--- src/sv/kms_pkg.sv ---
// Package for the key matrix MIDI note scanner.
// Holds register indexes, reset values, MIDI constants and the shared structs.
// No dependencies.
package kms_pkg;

    localparam int CFG_IDX_W  = 2;
    localparam int CFG_DATA_W = 8;
    localparam int KEYS       = 16;
    localparam int POS_W      = 4;

    typedef enum logic [CFG_IDX_W-1:0] {
        CFG_UPPER_CHAN = 2'd0,
        CFG_LOWER_CHAN = 2'd1,
        CFG_BASE_NOTE  = 2'd2,
        CFG_VELOCITY   = 2'd3
    } t_cfg_idx;

    localparam logic [3:0] NIB_NOTE_ON  = 4'h9;
    localparam logic [3:0] NIB_NOTE_OFF = 4'h8;
    localparam logic [6:0] NOTE_MAX     = 7'd127;

    localparam logic [3:0] RST_UPPER_CHAN = 4'd12;
    localparam logic [3:0] RST_LOWER_CHAN = 4'd11;
    localparam logic [6:0] RST_BASE_NOTE  = 7'd36;
    localparam logic [6:0] RST_VELOCITY   = 7'd64;

    typedef struct packed {
        logic [3:0] upper_chan;
        logic [3:0] lower_chan;
        logic [6:0] base_note;
        logic [6:0] velocity;
    } t_cfg;

    // One column's worth of work: changed keys in emission order.
    typedef struct packed {
        logic [3:0]      chan;
        logic [7:0]      offset;
        logic [KEYS-1:0] mask;
        logic [KEYS-1:0] press;
    } t_cmd;

    typedef struct packed {
        logic full;
        logic empty;
    } t_q_status;

endpackage

--- src/sv/kms_fifo.sv ---
// Two-entry queue of column commands between the front and back ends.
// Depends on kms_pkg.
module kms_fifo import kms_pkg::*; (
    input  logic      i_clk,
    input  logic      i_rst_n,
    input  logic      i_push,
    input  t_cmd      i_cmd,
    input  logic      i_pop,
    output t_cmd      o_cmd,
    output t_q_status o_status
);
    t_cmd       r_mem [2];
    logic       r_wr;
    logic       r_rd;
    logic [1:0] r_count;
    logic [1:0] n_count;

    assign o_cmd           = r_mem[r_rd];
    assign o_status.full   = (r_count == 2'd2);
    assign o_status.empty  = (r_count == 2'd0);

    always_comb begin
        n_count = r_count;
        if (i_push && !i_pop) begin
            n_count = r_count + 2'd1;
        end else if (i_pop && !i_push) begin
            n_count = r_count - 2'd1;
        end
    end

    always_ff @(posedge i_clk) begin
        if (!i_rst_n) begin
            r_wr    <= 1'b0;
            r_rd    <= 1'b0;
            r_count <= 2'd0;
        end else begin
            r_count <= n_count;
            if (i_push) begin
                r_wr <= !r_wr;
            end
            if (i_pop) begin
                r_rd <= !r_rd;
            end
        end
    end

    always_ff @(posedge i_clk) begin
        if (i_push) begin
            r_mem[r_wr] <= i_cmd;
        end
    end

endmodule

--- config.mk ---
export PLATFORM = sky130hd
export DESIGN_NAME = kms_fifo
export DESIGN_NICKNAME = d
export VERILOG_FILES = /design/src/sv/kms_pkg.sv /design/src/sv/kms_fifo.sv
export SDC_FILE = /design/constraint.sdc
export NUM_CORES = 1
export LEC_CHECK = 0
export BUFFER_PORTS_ARGS = -buffer_cell sky130_fd_sc_hd__buf_2
export CAP_MARGIN = 20
export CELL_PAD_IN_SITES_DETAIL_PLACEMENT = 1
export CELL_PAD_IN_SITES_GLOBAL_PLACEMENT = 1
export CORE_UTILIZATION = 40
export DETAILED_ROUTE_END_ITERATION = 10
export GPL_TIMING_DRIVEN = 0
export PLACE_DENSITY_LB_ADDON = 0.1
export SYNTH_ARGS = -nofsm -noshare
export SYNTH_HDL_FRONTEND = slang
export SYNTH_SLANG_ARGS = --single-unit
--- constraint.sdc ---
create_clock -name i_clk -period 4.2 [get_ports i_clk]
set_clock_uncertainty 0.2 [all_clocks]
set_input_delay 0.42 -clock i_clk [delete_from_list [all_inputs] [get_ports i_clk]]
set_output_delay 0.42 -clock i_clk [all_outputs]
set_load 0.1 [all_outputs]
==> flow_summary.json <==
{
  "clock.fmax_ghz": 0.418,
  "final_cells": 375,
  "critPathSlowestCell": "mux2_2",
  "startpoint_type": "register",
  "fillers": 814,
  "max_cap_viol_count": 0,
  "ys_top_cells_by_area": "edfxtp_1, mux2_2, dfxtp_1",
  "fp.dieH_um": 94.1,
  "async_reset_ff_frac": 0,
  "synth.top_cell.area_share": 0.779,
  "whs_path_depth": 1,
  "dieArea_sq_um": 8850,
  "peakVddDrop_v": 0.000271,
  "worstPathMaxFanout": 10,
  "synth_area_leader_cell": "edfxtp_1",
  "hold_buffers": 0,
  "tritoncts": "yes",
  "yosys-top-cells-count": "edfxtp_1, mux2_2, dfxtp_1, and2_1, buf_4",
  "gp_congestion": 0.680,
  "synth_edf_count": 88,
  "antenna_found_initial": 0,
  "syn_area_sq_um": 3390,
  "grt_usage": 0.141,
  "cpPeakStageDelay_ps": 360,
  "timing.rr.start": "r_wr",
  "crit_arrival_ps": 1770,
  "synthCells": 159,
  "met2_usage": 0.218,
  "min_to": "r_mem[1][34]",
  "tightest_slew_ps": 689,
  "worstHoldStart": "i_cmd[34]",
  "overflow": 0,
  "cts_setup_buffers": 0,
  "hold_class": "in2reg",
  "clkTransAtPathRegs_ps": 100,
  "status": "complete, no violations",
  "wl_per_cell_um": 15.7,
  "use_met3": 0.0396,
  "numClockSinks": 93,
  "nets": 314,
  "layout-drive-gt1-share": 0.593,
  "path_class": "reg2out",
  "ant_nets": 0,
  "cp.buffers_inverters": 3,
  "yosys_warnings": 0,
  "synth_flop_cell": "edfxtp_1",
  "grt_use_met1": 0.176,
  "path_cells": "buf_2 -> buf_4 -> mux2_2 -> buf_2",
  "finalHoldViolations": 0,
  "insertion_delay_ps": 350,
  "ff_latch_area_sq_um": 2740,
  "ff2ff_setup_slack_ps": 2420,
  "slew_headroom": 0.541,
  "crit_required_ps": 3580,
  "areaGrowthSynthToFinish_pct": 24.2,
  "dp_cells": 359,
  "setup_tns_ps": 0,
  "syn_nets": 208,
  "multi_input_area_sq_um": 619,
  "viasPerCell": 4.75,
  "fin_crit_sh": 0.569,
  "p_leak_nw": 1.59,
  "port_buffers": 93,
  "period_needed_ps": 2390,
  "setup_viol": 0,
  "fin_area_sq_um": 4210,
  "slew_viol_final": 0,
  "rsz0062_at_grt": "no",
  "synth.most_common_cell": "edfxtp_1",
  "cp_common_cell": "buf_2",
  "vias": 1780,
  "clock_path_buffers": 2,
  "grt_max_degree": 26,
  "dp_hpwl_um": 3880,
  "postCtsResizedCells": 0,
  "drtPass1Iterations": 3,
  "synth_cell_types": 17,
  "drc": 0,
  "pin_count": 94,
  "avgSynthCellArea_sq_um": 21.3,
  "r2r-end": "r_mem[1][36]",
  "cts_root_buffer": "clkbuf_8",
  "top_usage_layer": "met2",
  "whs_ps": 46.6,
  "rr_worst_depth": 2,
  "worst-path-stages": 4,
  "antennaDiodeCount": 0,
  "grt_pass1_wl_um": 9050,
  "synth-seq-cells": 93,
  "crit_family": "buffers and inverters",
  "die_w_um": 94.1,
  "yosysSeqAreaShare": 0.809,
  "grt_pass1_vias": 1833,
  "rows": 33,
  "wl_um": 5890,
  "placed_area_sq_um": 4050,
  "cts_made_buffers": 9,
  "drtIter0Drc": 70,
  "h-tree-depth": 3,
  "start_util": 0.413,
  "p_total_w": 0.00214,
  "power_density_nw_per_um2": 507,
  "critPathCaptureType": "primary output",
  "core_area_sq_um": 8220
}
-- kinds of logic after synthesis --
| kind of cell | share of synthesized area |
|---|---|
| buffers and inverters | 0.0114 |
| multiplexers | 0.146 |
| adder cells (fa/ha/maj) | 0.00369 |
| flip-flops | 0.809 |
| AND/OR/NAND/NOR | 0.0166 |
| AO/OA/AOI/OAI | 0.00590 |
| XOR/XNOR | 0.00775 |
-- final cells by class --
class / count / share of cell area
sequential: 93 / 0.651
multi-input combinational: 60 / 0.147
timing repair buffer: 95 / 0.122
tap: 105 / 0.0312
clock buffer: 10 / 0.0303
clock inverter: 6 / 0.00950
buffer: 5 / 0.00832
inverter: 1 / 0.000891
-- how the worst max path moves through the flow --
| stage | startpoint | to |
|---|---|---|
| after floorplan | i_push | r_mem[0][0] |
| after global placement | i_push | r_mem[0][20] |
| after CTS | register | o_cmd[28] |
| after detailed placement | register | o_cmd[16] |
| after global routing | register | o_cmd[21] |
| final | register | o_cmd[28] |
-- cells in the final DEF, fill, tap and decap left out, types with 2 or more instances in the layout --
master and count:
buf_2 94, edfxtp_1 88, mux2_2 44, clkbuf_8 9, dfxtp_1 5, buf_4 4, and2_1 3, xor2_1 2
clkinv_4 2, clkinv_1 2, clkinvlp_4 2
-- per-stage QoR --
| step | utilization | worst slack [ps] |
|---|---|---|
| 2_1_floorplan | - | 1140 |
| 3_3_place_gp | 0.485 | -299 |
| 3_5_place_dp | 0.492 | 2180 |
| 4_1_cts | 0.513 | 1780 |
| 5_1_grt | 0.513 | 1700 |
| 6_report | 0.513 | 1810 |
-- state kept, by name, indices dropped and copies added, names as in the netlist, named ones only --
name,flops
r_count,2
r_mem,88
r_rd,1
r_wr,1
-- metal layers --
metal  wire length (um)  vias to the layer above
li1                   -                      831
met1               2500                      885
met2               2920                       56
met3                355                        8
met4                118                        0
met5                  0                        -
-- where the power goes --
group	internal, W	switching (W)
clock network	0.000213	0.000305
logic	0.000110	0.000430
registers	0.00107	0.0000127
total	0.00139	0.000747
Power figures use the tool's default switching activity.
