$ cat config.mk
export PLATFORM = sky130hd
export DESIGN_NAME = kms_back_flat
export DESIGN_NICKNAME = d
export VERILOG_FILES = /design/src/sv/kms_pkg.sv /design/src/sv/kms_if.sv /design/src/sv/kms_back.sv /design/src/flat_wrapper.sv
export SDC_FILE = /design/constraint.sdc
export NUM_CORES = 1
export LEC_CHECK = 0
export ABC_AREA = 1
export BUFFER_PORTS_ARGS = -buffer_cell sky130_fd_sc_hd__buf_2
export CAP_MARGIN = 30
export CORE_MARGIN = 2
export CORE_UTILIZATION = 49
export CTS_CLUSTER_DIAMETER = 150
export DETAILED_ROUTE_END_ITERATION = 10
export GPL_TIMING_DRIVEN = 1
export PLACE_DENSITY_LB_ADDON = 0.2
export REMOVE_ABC_BUFFERS = 1
export SLEW_MARGIN = 15
export SYNTH_ARGS = -nofsm -noshare
export SYNTH_HDL_FRONTEND = slang
export SYNTH_SLANG_ARGS = --single-unit
$ cat constraint.sdc
create_clock -name i_clk -period 5.39 [get_ports i_clk]
set_input_delay 1.617 -clock i_clk [delete_from_list [all_inputs] [get_ports i_clk]]
set_output_delay 1.617 -clock i_clk [all_outputs]
set_load 0.01 [all_outputs]
$ cat src/sv/kms_pkg.sv
// Package for the key matrix MIDI note scanner.
// Holds register indexes, reset values, MIDI constants and the shared structs.
// No dependencies.
package kms_pkg;

    localparam int CFG_IDX_W  = 2;
    localparam int CFG_DATA_W = 8;
    localparam int KEYS       = 16;
    localparam int POS_W      = 4;

    typedef enum logic [CFG_IDX_W-1:0] {
        CFG_UPPER_CHAN = 2'd0,
        CFG_LOWER_CHAN = 2'd1,
        CFG_BASE_NOTE  = 2'd2,
        CFG_VELOCITY   = 2'd3
    } t_cfg_idx;

    localparam logic [3:0] NIB_NOTE_ON  = 4'h9;
    localparam logic [3:0] NIB_NOTE_OFF = 4'h8;
    localparam logic [6:0] NOTE_MAX     = 7'd127;

    localparam logic [3:0] RST_UPPER_CHAN = 4'd12;
    localparam logic [3:0] RST_LOWER_CHAN = 4'd11;
    localparam logic [6:0] RST_BASE_NOTE  = 7'd36;
    localparam logic [6:0] RST_VELOCITY   = 7'd64;

    typedef struct packed {
        logic [3:0] upper_chan;
        logic [3:0] lower_chan;
        logic [6:0] base_note;
        logic [6:0] velocity;
    } t_cfg;

    // One column's worth of work: changed keys in emission order.
    typedef struct packed {
        logic [3:0]      chan;
        logic [7:0]      offset;
        logic [KEYS-1:0] mask;
        logic [KEYS-1:0] press;
    } t_cmd;

    typedef struct packed {
        logic full;
        logic empty;
    } t_q_status;

endpackage

$ cat src/sv/kms_if.sv


interface kms_out_if;
    logic       valid;
    logic       ready;
    logic [7:0] status_byte;
    logic [6:0] note;
    logic [6:0] velocity;
    logic       last_event;
    modport source (output valid, status_byte, note, velocity, last_event, input ready);
    modport sink   (input valid, status_byte, note, velocity, last_event, output ready);
endinterface


$ cat src/sv/kms_back.sv
// Back end: walks a command's changed-key mask, one note event per cycle
// if not stalled, into an output register. Depends on kms_pkg, kms_if.
module kms_back import kms_pkg::*; (
    input  logic      i_clk,
    input  logic      i_rst_n,
    input  t_cmd      i_cmd,
    input  t_q_status i_q_status,
    input  logic [6:0] i_velocity,
    output logic      o_pop,
    kms_out_if.source o_out
);
    logic [KEYS-1:0] r_mask;
    logic [KEYS-1:0] r_press;
    logic [3:0]      r_chan;
    logic [7:0]      r_offset;

    logic       r_valid;
    logic [7:0] r_status;
    logic [6:0] r_note;
    logic [6:0] r_vel;
    logic       r_last;

    logic             w_busy;
    logic             w_emit;
    logic [POS_W-1:0] w_pos;
    logic [KEYS-1:0]  w_rest;
    logic             w_last;
    logic [7:0]       w_sum;
    logic [6:0]       w_note;
    logic [7:0]       w_status;

    assign w_busy = |r_mask;
    assign w_emit = w_busy && (!r_valid || o_out.ready);

    always_comb begin
        w_pos = '0;
        for (int p = KEYS - 1; p >= 0; p--) begin
            if (r_mask[p]) begin
                w_pos = POS_W'(p);
            end
        end
    end

    assign w_rest   = r_mask & ~(KEYS'(1) << w_pos);
    assign w_last   = (w_rest == '0);
    assign w_sum    = r_offset + 8'(w_pos);
    assign w_note   = (w_sum > 8'(NOTE_MAX)) ? NOTE_MAX : w_sum[6:0];
    assign w_status = {(r_press[w_pos] ? NIB_NOTE_ON : NIB_NOTE_OFF), r_chan};
    assign o_pop    = !i_q_status.empty && (!w_busy || (w_emit && w_last));

    assign o_out.valid       = r_valid;
    assign o_out.status_byte = r_status;
    assign o_out.note        = r_note;
    assign o_out.velocity    = r_vel;
    assign o_out.last_event  = r_last;

    always_ff @(posedge i_clk) begin
        if (!i_rst_n) begin
            r_mask  <= '0;
            r_valid <= 1'b0;
        end else begin
            if (o_pop) begin
                r_mask <= i_cmd.mask;
            end else if (w_emit) begin
                r_mask <= w_rest;
            end
            if (w_emit) begin
                r_valid <= 1'b1;
            end else if (o_out.ready) begin
                r_valid <= 1'b0;
            end
        end
    end

    always_ff @(posedge i_clk) begin
        if (o_pop) begin
            r_press  <= i_cmd.press;
            r_chan   <= i_cmd.chan;
            r_offset <= i_cmd.offset;
        end
        if (w_emit) begin
            r_status <= w_status;
            r_note   <= w_note;
            r_vel    <= i_velocity;
            r_last   <= w_last;
        end
    end

endmodule

$ cat src/flat_wrapper.sv
// flat-port wrapper written by rule: the top's interface ports become plain ports
module kms_back_flat import kms_pkg::*;
  (i_clk, i_rst_n, i_cmd, i_q_status, i_velocity, o_pop, o_out_valid, o_out_status_byte, o_out_note, o_out_velocity, o_out_last_event, o_out_ready);
  kms_out_if o_out_i ();
  input  logic i_clk;
  input  logic i_rst_n;
  input  t_cmd i_cmd;
  input  t_q_status i_q_status;
  input  logic [6:0] i_velocity;
  output logic o_pop;
  output wire logic [$bits(o_out_i.valid)-1:0] o_out_valid;
  output wire logic [$bits(o_out_i.status_byte)-1:0] o_out_status_byte;
  output wire logic [$bits(o_out_i.note)-1:0] o_out_note;
  output wire logic [$bits(o_out_i.velocity)-1:0] o_out_velocity;
  output wire logic [$bits(o_out_i.last_event)-1:0] o_out_last_event;
  input wire logic [$bits(o_out_i.ready)-1:0] o_out_ready;
  assign o_out_valid = o_out_i.valid;
  assign o_out_status_byte = o_out_i.status_byte;
  assign o_out_note = o_out_i.note;
  assign o_out_velocity = o_out_i.velocity;
  assign o_out_last_event = o_out_i.last_event;
  assign o_out_i.ready = o_out_ready;
  kms_back u_core (.i_clk(i_clk), .i_rst_n(i_rst_n), .i_cmd(i_cmd), .i_q_status(i_q_status), .i_velocity(i_velocity), .o_pop(o_pop), .o_out(o_out_i));
endmodule
==> impl_results.md <==
* Outcome: finished, final reports clean
* Postcts setup bufs at 0
* Ys flop type: edfxtp_1
* Synthesis-to-finish area growth at 16.1%
* CP max FO at 12
* Arrival time of the worst setup path at between 2 and 3 ns
* Top cell type's share of synthesized area at 42.0%
* Maxcap violations at 0
* Final Skew at 0.00987 ns
* CTS tree: yes
* Initial Util at 50.5%
* CP cell instances: inv_1, nand2_2, nand3_2, nand3_1, nand3_1, nand3_1, nand2_2, a21oi_4, nand4_1, o21ai_1, nand2_1, inv_1, nand3_1, nor2_2, nand3_2, a21oi_2, buf_2
* DR iter-0 viols at 129
* Die area at 7690 um2
* Port bufs at 76
* Hold Fails Final Rpt at 0
* Maximum clock frequency at 223 MHz
* Placement Setup Slack at 1.29 ns
* Hold WC Path Type: flip-flop to flip-flop
* Flops & latches, synth at between 60 and 70
* Most common cell after layout, fill and taps aside: buf_2
* Slowest CP cell: dfxtp_1
* Ranking of synthesized cells by area: edfxtp_1 (42%), dfxtp_1 (9.9%), nand2_1 (7.0%)
* Post-layout min period at 4.48 ns
* Grt ovf at 0
* TritonCTS Sinks at 65
* H-tree depth at 3
* Root buffer cell: clkbuf_8
* Commonest cells after routing, fill and taps aside: buf_2 (76), nand2_1 (64), edfxtp_1 (48), inv_1 (46), nand3_1 (28)
* Fin nets at 479
* Worst path top cell family by delay: simple AND/OR/NAND/NOR gates
* Most frequent CP cell: nand3_1
* Setup violations, final at 0
* Largest net degree at the start of global routing at 30
* Synth cell types at 40
* Row Count at 30
* Seq/Total Area, Yosys at about half
* Vias in the first global route at 2456
* Mapped Area at 3430 um2
* Vias at 2615
* Final RePlAce weighted congestion at 0.840
* CP peak stage delay at 0.38 ns
* Post-synthesis cell count at 342
* Crit. End Element: output pin
* Placed wire-length estimate at 4990 um
* Boundary Pins at between 80 and 90
* Die height at about 88 um
* Worst setup margin at 0.909 ns
* Via density at 5.04
* Wire per inst at 13.6 um
* Fin crit share at 83.1%
* Relative slew margins at 56.2%
* Drt total wl at 7060 um
* Share of cells above drive strength 1 at 33.8%
* Post_cts resized at 0
* Initial antenna violation count at 0
* Core box area at 6790 um2
* First-pass GRT wire length at 11300 um
* GRT Resource Usage Total at about a fifth
* Ys async rst share at 0%
* Mapped Avg Cell Area at 10.0 um2
* Slew at the pin closest to its max-slew limit at between 0.6 and 0.7 ns
* Critical Path RT at 3.77 ns
* WS Path Type: flip-flop to output pin
* Ant diodes at 0
* RSZ-0062 raised after global routing: no
* CTS Buf Count at 9
* Final ANT Viol Nets at 0
* Post-cts hold buffer count at 0
* Crit path buffers/inverters at 3
* DRT Pass-1 Iters at 4
* Clk pin slew, worst setup/hold paths at 0.08 ns
* CTS max path bufs at 2
* Die X at 87.7 um
* EDFF count, synth at 48
* Residual DRC at 0
* Final core occ at just under 60%
* Yosys top cell by area: edfxtp_1
* Startpoint Class: flip-flop
* Synth warn at 0
* Clock Latency Late Sink at 0.35 ns
* Max-slew violations at 0
state kept, by name, indices dropped and copies added, names as in the netlist:
| name | count |
|---|---|
| u_core.o_out.last_event | 1 |
| u_core.o_out.velocity | 7 |
| u_core.o_out.status_byte | 5 |
| u_core.o_out.valid | 1 |
| u_core.o_out.note | 7 |
| u_core.r_press | 16 |
| u_core.r_chan | 4 |
| u_core.r_mask | 16 |
| u_core.r_offset | 8 |
synth_stat cells, types with 4 or more instances:
cell and n:
inv_1 46, dfxtp_1 17, a21oi_1 8, nand2_4 4, o21ai_0 4, nand3_2 22
xor2_1 4, or2_2 7, nand4_1 10, o21ai_1 4, edfxtp_1 48, nor2_1 11
nand3_1 28, o211ai_1 17, nand2_2 5, nand2_1 64, ha_1 4
routing by layer:
metal | vias up | routed length [um] | track usage (%)
met5 | - | 0 | 0
met1 | 1221 | 3180 | 24.6
li1 | 1317 | - | -
met3 | 10 | 297 | 3.86
met2 | 67 | 3460 | 31.9
met4 | 0 | 125 | 8.53
kinds of logic after synthesis:
logic type | Yosys count | share of synthesized area (%)
buffers and inverters | 65 | 10.1
adders and majority gates | 5 | 2.04
AOI/OAI and AO/OA | 41 | 8.38
DFF | 65 | 51.9
other | 2 | 0.219
and+or+nand+nor | 158 | 25.9
xor gates and xnor gates | 6 | 1.53
per-stage QoR:
step	hold slack, ns	std cells	instance area, um2	setup TNS [ns]
6_report	0.424	519	3990	0
5_1_grt	0.428	519	3990	0
4_1_cts	0.424	519	3990	0
3_5_place_dp	0.405	503	3810	0
3_3_place_gp	0.400	503	3810	0
2_1_floorplan	0.400	329	3280	-1.15
worst paths after layout:
path                                         from                     endpoint  slack, ns  depth (start not counted)
worst max-delay path            u_core.r_mask[15]                        o_pop       0.91                         17
worst max register to register  u_core.r_mask[13]         u_core.o_out.note[6]       2.18                         24
worst min register to register   u_core.r_chan[1]  u_core.o_out.status_byte[1]       0.42                          0
worst min-delay path             u_core.r_chan[1]  u_core.o_out.status_byte[1]       0.42                          0
cell type report:
cell class,instances,area [um2]
inverters,51,191
clock inverters,6,51.3
multi-input cells,213,1320
flip-flops and latches,65,1780
well taps,96,120
repair buffers,78,395
clock buffers,10,128
fillers,608,2810
worst register-to-register path, stage by stage, from the launching register on:
cell,delay [ns]
dfxtp_1,0.38
inv_1,0.08
nand2_1,0.06
nand2_1,0.04
nand2_1,0.06
nand2_1,0.05
nand2_1,0.05
nand2_1,0.05
nand2_1,0.05
nand2_1,0.05
nand2_1,0.05
nand2_1,0.05
nand2_2,0.10
nand2_4,0.09
nand2_4,0.09
nand2_4,0.08
inv_1,0.19
ha_1,0.20
inv_1,0.06
fa_1,0.41
o21ai_0,0.35
nand2_1,0.10
nor2_1,0.13
xnor2_1,0.13
nand2_1,0.06
Power is not shown: default switching activity piles up to over one toggle a cycle in this logic, so the estimate is an artifact.
