<file path="src/sv/kms_pkg.sv">
// Package for the key matrix MIDI note scanner.
// Holds register indexes, reset values, MIDI constants and the shared structs.
// No dependencies.
package kms_pkg;

    localparam int CFG_IDX_W  = 2;
    localparam int CFG_DATA_W = 8;
    localparam int KEYS       = 16;
    localparam int POS_W      = 4;

    typedef enum logic [CFG_IDX_W-1:0] {
        CFG_UPPER_CHAN = 2'd0,
        CFG_LOWER_CHAN = 2'd1,
        CFG_BASE_NOTE  = 2'd2,
        CFG_VELOCITY   = 2'd3
    } t_cfg_idx;

    localparam logic [3:0] NIB_NOTE_ON  = 4'h9;
    localparam logic [3:0] NIB_NOTE_OFF = 4'h8;
    localparam logic [6:0] NOTE_MAX     = 7'd127;

    localparam logic [3:0] RST_UPPER_CHAN = 4'd12;
    localparam logic [3:0] RST_LOWER_CHAN = 4'd11;
    localparam logic [6:0] RST_BASE_NOTE  = 7'd36;
    localparam logic [6:0] RST_VELOCITY   = 7'd64;

    typedef struct packed {
        logic [3:0] upper_chan;
        logic [3:0] lower_chan;
        logic [6:0] base_note;
        logic [6:0] velocity;
    } t_cfg;

    // One column's worth of work: changed keys in emission order.
    typedef struct packed {
        logic [3:0]      chan;
        logic [7:0]      offset;
        logic [KEYS-1:0] mask;
        logic [KEYS-1:0] press;
    } t_cmd;

    typedef struct packed {
        logic full;
        logic empty;
    } t_q_status;

endpackage

</file>
<file path="src/sv/kms_if.sv">
// Channel interfaces for the key matrix MIDI note scanner.
// Depends on kms_pkg for the configuration port widths.
interface kms_in_if;
    logic       valid;
    logic       ready;
    logic [2:0] column;
    logic [7:0] left_keys;
    logic [7:0] right_keys;
    modport source (output valid, column, left_keys, right_keys, input ready);
    modport sink   (input valid, column, left_keys, right_keys, output ready);
endinterface


</file>
<file path="src/sv/kms_front.sv">
// Front end: accepts scanned columns, diffs them against the stored key state
// and queues the changed keys in emission order. Depends on kms_pkg, kms_if.
module kms_front import kms_pkg::*; #(
    parameter int NUM_COLUMNS = 8
) (
    input  logic       i_clk,
    input  logic       i_rst_n,
    kms_in_if.sink     i_in,
    input  t_cfg       i_cfg,
    input  t_q_status  i_q_status,
    output logic       o_push,
    output t_cmd       o_cmd
);
    localparam int COL_W = (NUM_COLUMNS > 1) ? $clog2(NUM_COLUMNS) : 1;

    logic [KEYS-1:0] r_prev [NUM_COLUMNS];
    logic [KEYS-1:0] n_prev;

    logic [COL_W-1:0] w_idx;
    logic             w_in_range;
    logic             w_accept;
    logic [KEYS-1:0]  w_old;
    logic [7:0]       w_ldiff;
    logic [7:0]       w_rdiff;

    assign i_in.ready = !i_q_status.full;
    assign w_accept   = i_in.valid && i_in.ready;
    assign w_idx      = COL_W'(i_in.column);
    assign w_in_range = (32'(i_in.column) < NUM_COLUMNS);
    assign w_old      = w_in_range ? r_prev[w_idx] : '0;
    assign w_ldiff    = i_in.left_keys ^ w_old[7:0];
    assign w_rdiff    = i_in.right_keys ^ w_old[15:8];
    assign n_prev     = {i_in.right_keys, i_in.left_keys};

    // Left keys go out bit 0 upward, right keys bit 7 downward.
    always_comb begin
        o_cmd.chan   = i_in.column[2] ? i_cfg.lower_chan : i_cfg.upper_chan;
        o_cmd.offset = {1'b0, i_cfg.base_note} + 8'({i_in.column[1:0], 4'b0000});
        for (int p = 0; p < 8; p++) begin
            o_cmd.mask[p]      = w_ldiff[p];
            o_cmd.press[p]     = i_in.left_keys[p];
            o_cmd.mask[p + 8]  = w_rdiff[7 - p];
            o_cmd.press[p + 8] = i_in.right_keys[7 - p];
        end
    end

    assign o_push = w_accept && w_in_range && (|o_cmd.mask);

    always_ff @(posedge i_clk) begin
        if (!i_rst_n) begin
            for (int c = 0; c < NUM_COLUMNS; c++) begin
                r_prev[c] <= '0;
            end
        end else if (w_accept && w_in_range) begin
            r_prev[w_idx] <= n_prev;
        end
    end

endmodule

</file>
<file path="src/flat_wrapper.sv">
// flat-port wrapper written by rule: the top's interface ports become plain ports
module kms_front_flat import kms_pkg::*;
#(
    parameter int NUM_COLUMNS = 8
)
  (i_clk, i_rst_n, i_cfg, i_q_status, o_push, o_cmd, i_in_valid, i_in_column, i_in_left_keys, i_in_right_keys, i_in_ready);
  kms_in_if i_in_i ();
  input  logic i_clk;
  input  logic i_rst_n;
  input  t_cfg i_cfg;
  input  t_q_status i_q_status;
  output logic o_push;
  output t_cmd o_cmd;
  input wire logic [$bits(i_in_i.valid)-1:0] i_in_valid;
  input wire logic [$bits(i_in_i.column)-1:0] i_in_column;
  input wire logic [$bits(i_in_i.left_keys)-1:0] i_in_left_keys;
  input wire logic [$bits(i_in_i.right_keys)-1:0] i_in_right_keys;
  output wire logic [$bits(i_in_i.ready)-1:0] i_in_ready;
  assign i_in_i.valid = i_in_valid;
  assign i_in_i.column = i_in_column;
  assign i_in_i.left_keys = i_in_left_keys;
  assign i_in_i.right_keys = i_in_right_keys;
  assign i_in_ready = i_in_i.ready;
  kms_front #(.NUM_COLUMNS(NUM_COLUMNS)) u_core (.i_clk(i_clk), .i_rst_n(i_rst_n), .i_in(i_in_i), .i_cfg(i_cfg), .i_q_status(i_q_status), .o_push(o_push), .o_cmd(o_cmd));
endmodule
</file>
<file path="config.mk">
export PLATFORM = sky130hd
export DESIGN_NAME = kms_front_flat
export DESIGN_NICKNAME = d
export VERILOG_FILES = /design/src/sv/kms_pkg.sv /design/src/sv/kms_if.sv /design/src/sv/kms_front.sv /design/src/flat_wrapper.sv
export SDC_FILE = /design/constraint.sdc
export NUM_CORES = 1
export LEC_CHECK = 0
export BUFFER_PORTS_ARGS = -buffer_cell sky130_fd_sc_hd__buf_2
export CORE_MARGIN = 10
export CORE_UTILIZATION = 58
export CTS_CLUSTER_DIAMETER = 40
export DETAILED_ROUTE_END_ITERATION = 7
export PLACE_DENSITY = 0.88
export SYNTH_ARGS = -nofsm -noshare
export SYNTH_HDL_FRONTEND = slang
export SYNTH_SLANG_ARGS = --single-unit
</file>
<file path="constraint.sdc">
create_clock -name i_clk -period 3.1 [get_ports i_clk]
set_input_delay 0.62 -clock i_clk [delete_from_list [all_inputs] [get_ports i_clk]]
set_output_delay 0.62 -clock i_clk [all_outputs]
set_load 0.03 [all_outputs]
</file>
==> impl_metrics.json, run 1 <==
{
  "run_status": "finished with violations",
  "violations": "negative setup slack",
  "path_max_fanout": 8,
  "fp-row-count": 38,
  "largest_register_ffs": 128,
  "grt_pass1_vias": 5007,
  "p_leak_nw": 3.26,
  "synth_area_leaders": "edfxtp_1 (60%), and2_1 (12%), mux2i_1 (8.2%)",
  "multi_input_area_um2": 2540,
  "cp-end-kind": "output pin",
  "dieWidth_um": 125,
  "portBuffers": 75,
  "regMostFlops": "u_core.r_prev",
  "hp-class": "in2reg",
  "drv_slew": 0,
  "startpoint_type": "input pin",
  "arrival_ns": 2.83,
  "fin_ws_ns": -0.353,
  "synth.distinct_cells": 39,
  "ys_warn_count": 0,
  "dieArea_um2": 15700,
  "worst_pin_slew_ns": 1.27,
  "hold_ws_ns": 0.496,
  "drc_errors": 0,
  "fin_nets": 668,
  "regArea_um2": 3840,
  "cts.clk_slew.worst_paths_ns": 0.06,
  "p_per_area_nw_per_um2": 567,
  "hold_viol": 0,
  "cts_buffers": 17,
  "min_to": "u_core.r_prev[7][1]",
  "totalPowerFinal_w": 0.00466,
  "path_class": "in2out",
  "maxCapViolCount": 0,
  "grt_max_degree": 17,
  "drt-vias-per-instance": 6.56,
  "fillers": 601,
  "dpl.hpwl_mm": 10.9,
  "ys_seq_area_frac": 0.597,
  "clockBufferDepth": 2,
  "synthCells": 493,
  "avgSynthCellArea_um2": 13.1,
  "synthFlopType": "edfxtp_1",
  "vias": 5062,
  "setup_tns_ns": -0.353,
  "min_path_cells": 2,
  "ctsHoldBuffers": 0,
  "start_util": 0.593,
  "antenna_cells": 0,
  "ctsRootBufferMaster": "clkbuf_8",
  "wire_per_inst_um": 27.1,
  "antenna_found_initial": 0,
  "cts_max_level": 4,
  "netlist_area_um2": 6430,
  "setup_viol": 1,
  "finalWeightedCongestion": 0.827,
  "async_reset_ff_frac": 0,
  "rsz0062_at_grt": "true",
  "period_minus_slack_ns": 3.45,
  "hold_path.startpoint": "i_in_left_keys[1]",
  "dp.cells": 727,
  "vdd_ir_drop_max_v": 0.000407,
  "ys_ff_latch": 128,
  "io_pins": 92,
  "wl_mm": 21.0,
  "synth_edf_count": 128,
  "grt_util_all_layers": 0.241,
  "die_y_um": 125,
  "synth_nets": 542,
  "fmax_mhz": 290,
  "top_regs": "u_core.r_prev (128)",
  "drive_gt1_frac": 0.370,
  "cts_tree": "built",
  "core_um2": 10800,
  "grt_pass1_wl_mm": 29.1,
  "clkSinkCount": 128,
  "layout-area-overhead-vs-synth_pct": 27.8,
  "fin_util": 0.759,
  "drt.antenna.violating_nets": 0,
  "stdcell_count": 772,
  "drt_first_pass_iters": 5,
  "yosys.area.top_type": "edfxtp_1",
  "grt.overflow.total": 0,
  "fin_crit_sh": 1.11,
  "cp_data_required_time_ns": 2.48,
  "synth_top_area_share": 0.597,
  "timing.max_slew.rel_slack": 0.148,
  "dr.first_iter.drc_count": 709
}
==> worst max-delay path by stage <==
stage             end  slack (ns)            from  cells after the start
6_report       o_push       -0.35  i_in_column[1]                     10
2_1_floorplan  o_push       0.002  i_in_column[0]                      8
4_1_cts        o_push       0.001  i_in_column[0]                     10
5_1_grt        o_push       -0.41  i_in_column[1]                     10
3_5_place_dp   o_push       -0.24  i_in_column[0]                     10
3_3_place_gp   o_push       -0.23  i_in_column[0]                     10
==> worst max-delay path, cell delays in order <==
cell,delay (ns)
buf_2,0.21
buf_4,0.20
mux2i_1,0.30
o32ai_2,0.14
nor3_1,0.36
o22ai_1,0.17
nor4_2,0.32
buf_4,0.18
a41oi_2,0.15
buf_6,0.18
==> cells in the mapped netlist, drive strengths merged (6+ instances only) <==
cell and instances:
and2 128, edfxtp 128, mux2i 53, buf 33, o22ai 24, nor2 19, clkbuf 12, mux2 12
nor3 11, inv 9, nand2 7, o21a 7, o21ai 7, xnor2 6
==> cell families after synthesis <==
| family | after synthesis | synth area share |
|---|---|---|
| compound gates | 53 | 0.0591 |
| xor+xnor | 9 | 0.0134 |
| fa+ha+maj | 3 | 0.00700 |
| buf+inv | 54 | 0.0523 |
| flops | 128 | 0.597 |
| mux | 66 | 0.107 |
| simple gates | 180 | 0.164 |
==> final cells by class <==
class / count / area share
clock inverter: 15 / 0.0154
inverter: 9 / 0.00411
multi-input combinational: 311 / 0.309
clock buffer: 17 / 0.0504
sequential: 128 / 0.467
tap: 140 / 0.0213
timing repair buffer: 152 / 0.132
==> where the power goes <==
part / internal (W) / switching, W / total (W)
clock network: 0.00112 / 0.000756 / 0.00187
registers: 0.00200 / 0.0000413 / 0.00204
logic: 0.000286 / 0.000458 / 0.000744
==> layout by cell type, fill, tap and decap left out, types with 3 or more instances in the layout <==
cell type / Yosys / routed
and2_1: 128 / 128
buf_12: 0 / 5
buf_2: 2 / 72
buf_4: 27 / 69
clkbuf_16: 0 / 16
clkinv_1: 0 / 7
clkinvlp_4: 0 / 4
edfxtp_1: 128 / 128
inv_1: 9 / 9
mux2_2: 12 / 12
mux2i_1: 53 / 43
mux2i_2: 0 / 7
mux2i_4: 0 / 3
nand2_1: 7 / 6
nand2b_1: 5 / 4
nand3b_1: 3 / 3
nor2_1: 19 / 19
nor3_1: 10 / 4
nor3_2: 1 / 5
o211ai_1: 3 / 3
o21a_1: 7 / 7
o21ai_1: 0 / 7
o221ai_1: 3 / 3
o22ai_1: 24 / 11
o22ai_2: 0 / 10
o22ai_4: 0 / 3
xnor2_1: 6 / 3
xnor2_2: 0 / 3
==> metrics by stage <==
step,instance area (um^2),setup slack [ns]
4_1_cts,8000,0.00136
3_5_place_dp,7220,-0.240
2_1_floorplan,6470,0.00197
5_1_grt,8220,-0.415
6_report,8220,-0.353
3_3_place_gp,7220,-0.228
==> routing by layer <==
layer	wire length [um]	vias up	track usage
met5	0	-	0
met4	1340	0	0.165
met3	2530	134	0.0697
met2	10100	522	0.389
met1	7000	2385	0.272
li1	-	2021	-
==> what timing repair did <==
action | in CTS | in global routing
endpoints found under the setup margin | 1 | 1
resized for setup | 33 | 29
buffers inserted | 4 | 7
pin swaps | 4 | 7
gates cloned | 2 | 0
Power figures use the tool's default switching activity.
==> run 2: changes to the inputs <==
==> constraint.sdc (replaced) <==
create_clock -name i_clk -period 3.55 [get_ports i_clk]
set_input_delay 0.1775 -clock i_clk [delete_from_list [all_inputs] [get_ports i_clk]]
set_output_delay 0.1775 -clock i_clk [all_outputs]
set_load 0.03 [all_outputs]
==> run 2 against run 1 <==
Against the previous run:
- the flow now finishes without violations
- non-clock buffer count shrank 55
- via count shrank 16%
- first-iteration DRC count shrank 41%
- die area is the same
==> impl_metrics.json, run 2 (synthesis results as in run 1) <==
{
  "grt_max_degree": 27,
  "top_regs": "u_core.r_prev (128)",
  "start_util": 0.593,
  "clkSinkCount": 128,
  "grt_util_all_layers": 0.203,
  "fillers": 746,
  "drive_gt1_frac": 0.246,
  "grt_pass1_vias": 4509,
  "drc_errors": 0,
  "min_to": "u_core.r_prev[7][5]",
  "hold_path.startpoint": "i_in_left_keys[5]",
  "ctsHoldBuffers": 0,
  "design_area_um2": 7460,
  "largest_register_ffs": 128,
  "timing.max_slew.rel_slack": 0.191,
  "vias": 4275,
  "dpl.hpwl_mm": 10.3,
  "finalWeightedCongestion": 0.844,
  "run_status": "complete, no violations",
  "cts.clk_slew.worst_paths_ns": 0.06,
  "fin_crit_sh": 0.885,
  "fmax_mhz": 318,
  "cts_buffers": 17,
  "core_um2": 10800,
  "hold_viol": 0,
  "fin_ws_ns": 0.409,
  "wire_per_inst_um": 22.4,
  "hp-class": "in2reg",
  "maxCapViolCount": 0,
  "path_class": "in2out",
  "drt-vias-per-instance": 5.96,
  "cp_common_cell": "buf_2",
  "die_y_um": 125,
  "drt.antenna.violating_nets": 0,
  "antenna_found_initial": 0,
  "fin_nets": 613,
  "grt.overflow.total": 0,
  "place_area_um2": 6850,
  "startpoint_type": "input pin",
  "layout-area-overhead-vs-synth_pct": 15.9,
  "slowest_delay_ns": 0.64,
  "post_cts_buffers": 0,
  "cts_tree": "built",
  "path_max_fanout": 23,
  "regMostFlops": "u_core.r_prev",
  "cp_cell_sequence": "buf_2 > nand2b_1 > o22ai_1 > o21ai_0 > o211ai_1 > nor4_1 > a41oi_1 > buf_2",
  "rsz0062_at_grt": "false",
  "p_per_area_nw_per_um2": 544,
  "period_minus_slack_ns": 3.14,
  "drt_first_pass_iters": 5,
  "cp-end-kind": "output pin",
  "dr.first_iter.drc_count": 415,
  "cp_data_required_time_ns": 3.37,
  "slowest_stage": "nor4_1",
  "grt_pass1_wl_mm": 25.0,
  "final_cell_mix": "and2_1 (128), edfxtp_1 (128), buf_2 (75)",
  "hold_ws_ns": 0.0517,
  "fin_util": 0.688,
  "drv_slew": 0,
  "wl_mm": 16.0,
  "setup_viol": 0,
  "fp-row-count": 38,
  "arrival_ns": 2.96,
  "setup_tns_ns": 0,
  "vdd_ir_drop_max_v": 0.000367,
  "ctsRootBufferMaster": "clkbuf_8",
  "antenna_cells": 0,
  "p_leak_nw": 2.93,
  "worst_pin_slew_ns": 1.21,
  "min_path_cells": 2,
  "clockBufferDepth": 2,
  "dieArea_um2": 15700,
  "portBuffers": 75,
  "cts_max_level": 4,
  "dp_slack_ns": 0.628,
  "io_pins": 92,
  "dieWidth_um": 125,
  "post_cts_resized": 0
}
run 2: changes by cell type in the layout (fill, tap and decap cells not counted), moves of 4 or more:
cell / delta
buf_12: -5
buf_4: -47
mux2i_1: +10
mux2i_2: -7
nor3_1: +6
nor3_2: -4
o22ai_1: +13
o22ai_2: -10
run 2: final cells by class:
cell class	count	area [um^2]	area share
Sequential cell	128	3840	0.515
Clock buffer	18	418	0.0560
Multi-Input combinational cell	311	2250	0.302
Tap cell	140	175	0.0235
Inverter	9	33.8	0.00453
Clock inverter	14	195	0.0262
Timing Repair Buffer	97	541	0.0725
run 2: worst max-delay path by stage:
stage | from | endpoint | slack (ns) | cells after the start
detailed placement | i_in_column[1] | o_push | 0.63 | 8
global placement | i_in_column[0] | o_push | 0.62 | 9
global route | i_in_column[0] | o_push | 0.31 | 9
CTS | i_in_column[1] | o_push | 0.40 | 8
floorplan | i_in_column[0] | o_push | 1.13 | 7
finish | i_in_column[1] | o_push | 0.41 | 8
run 2: metal layers:
layer / up-vias / track usage / part of all wire
met3: 51 / 0.0549 / 0.093
li1: 1919 / - / -
met2: 228 / 0.350 / 0.52
met4: 0 / 0.0888 / 0.030
met1: 2077 / 0.232 / 0.36
met5: - / 0 / 0
run 2: critical path: cells and delay by family:
kind	cells	cell delay [ns]
compound gates	4	0.95
simple gates	2	1.21
buf+inv	2	0.63
run 2: where the power goes:
part / total, W / internal, W / switching (W)
Combinational: 0.000476 / 0.000154 / 0.000322
Clock: 0.00181 / 0.00120 / 0.000613
Sequential: 0.00178 / 0.00175 / 0.0000261
run 2: per-stage QoR:
stage | std cells | total power [W]
6_report | 717 | 0.00406
5_1_grt | 717 | 0.00418
4_1_cts | 717 | 0.00406
3_5_place_dp | 685 | 0.00228
3_3_place_gp | 685 | 0.00226
2_1_floorplan | 493 | 0.00213
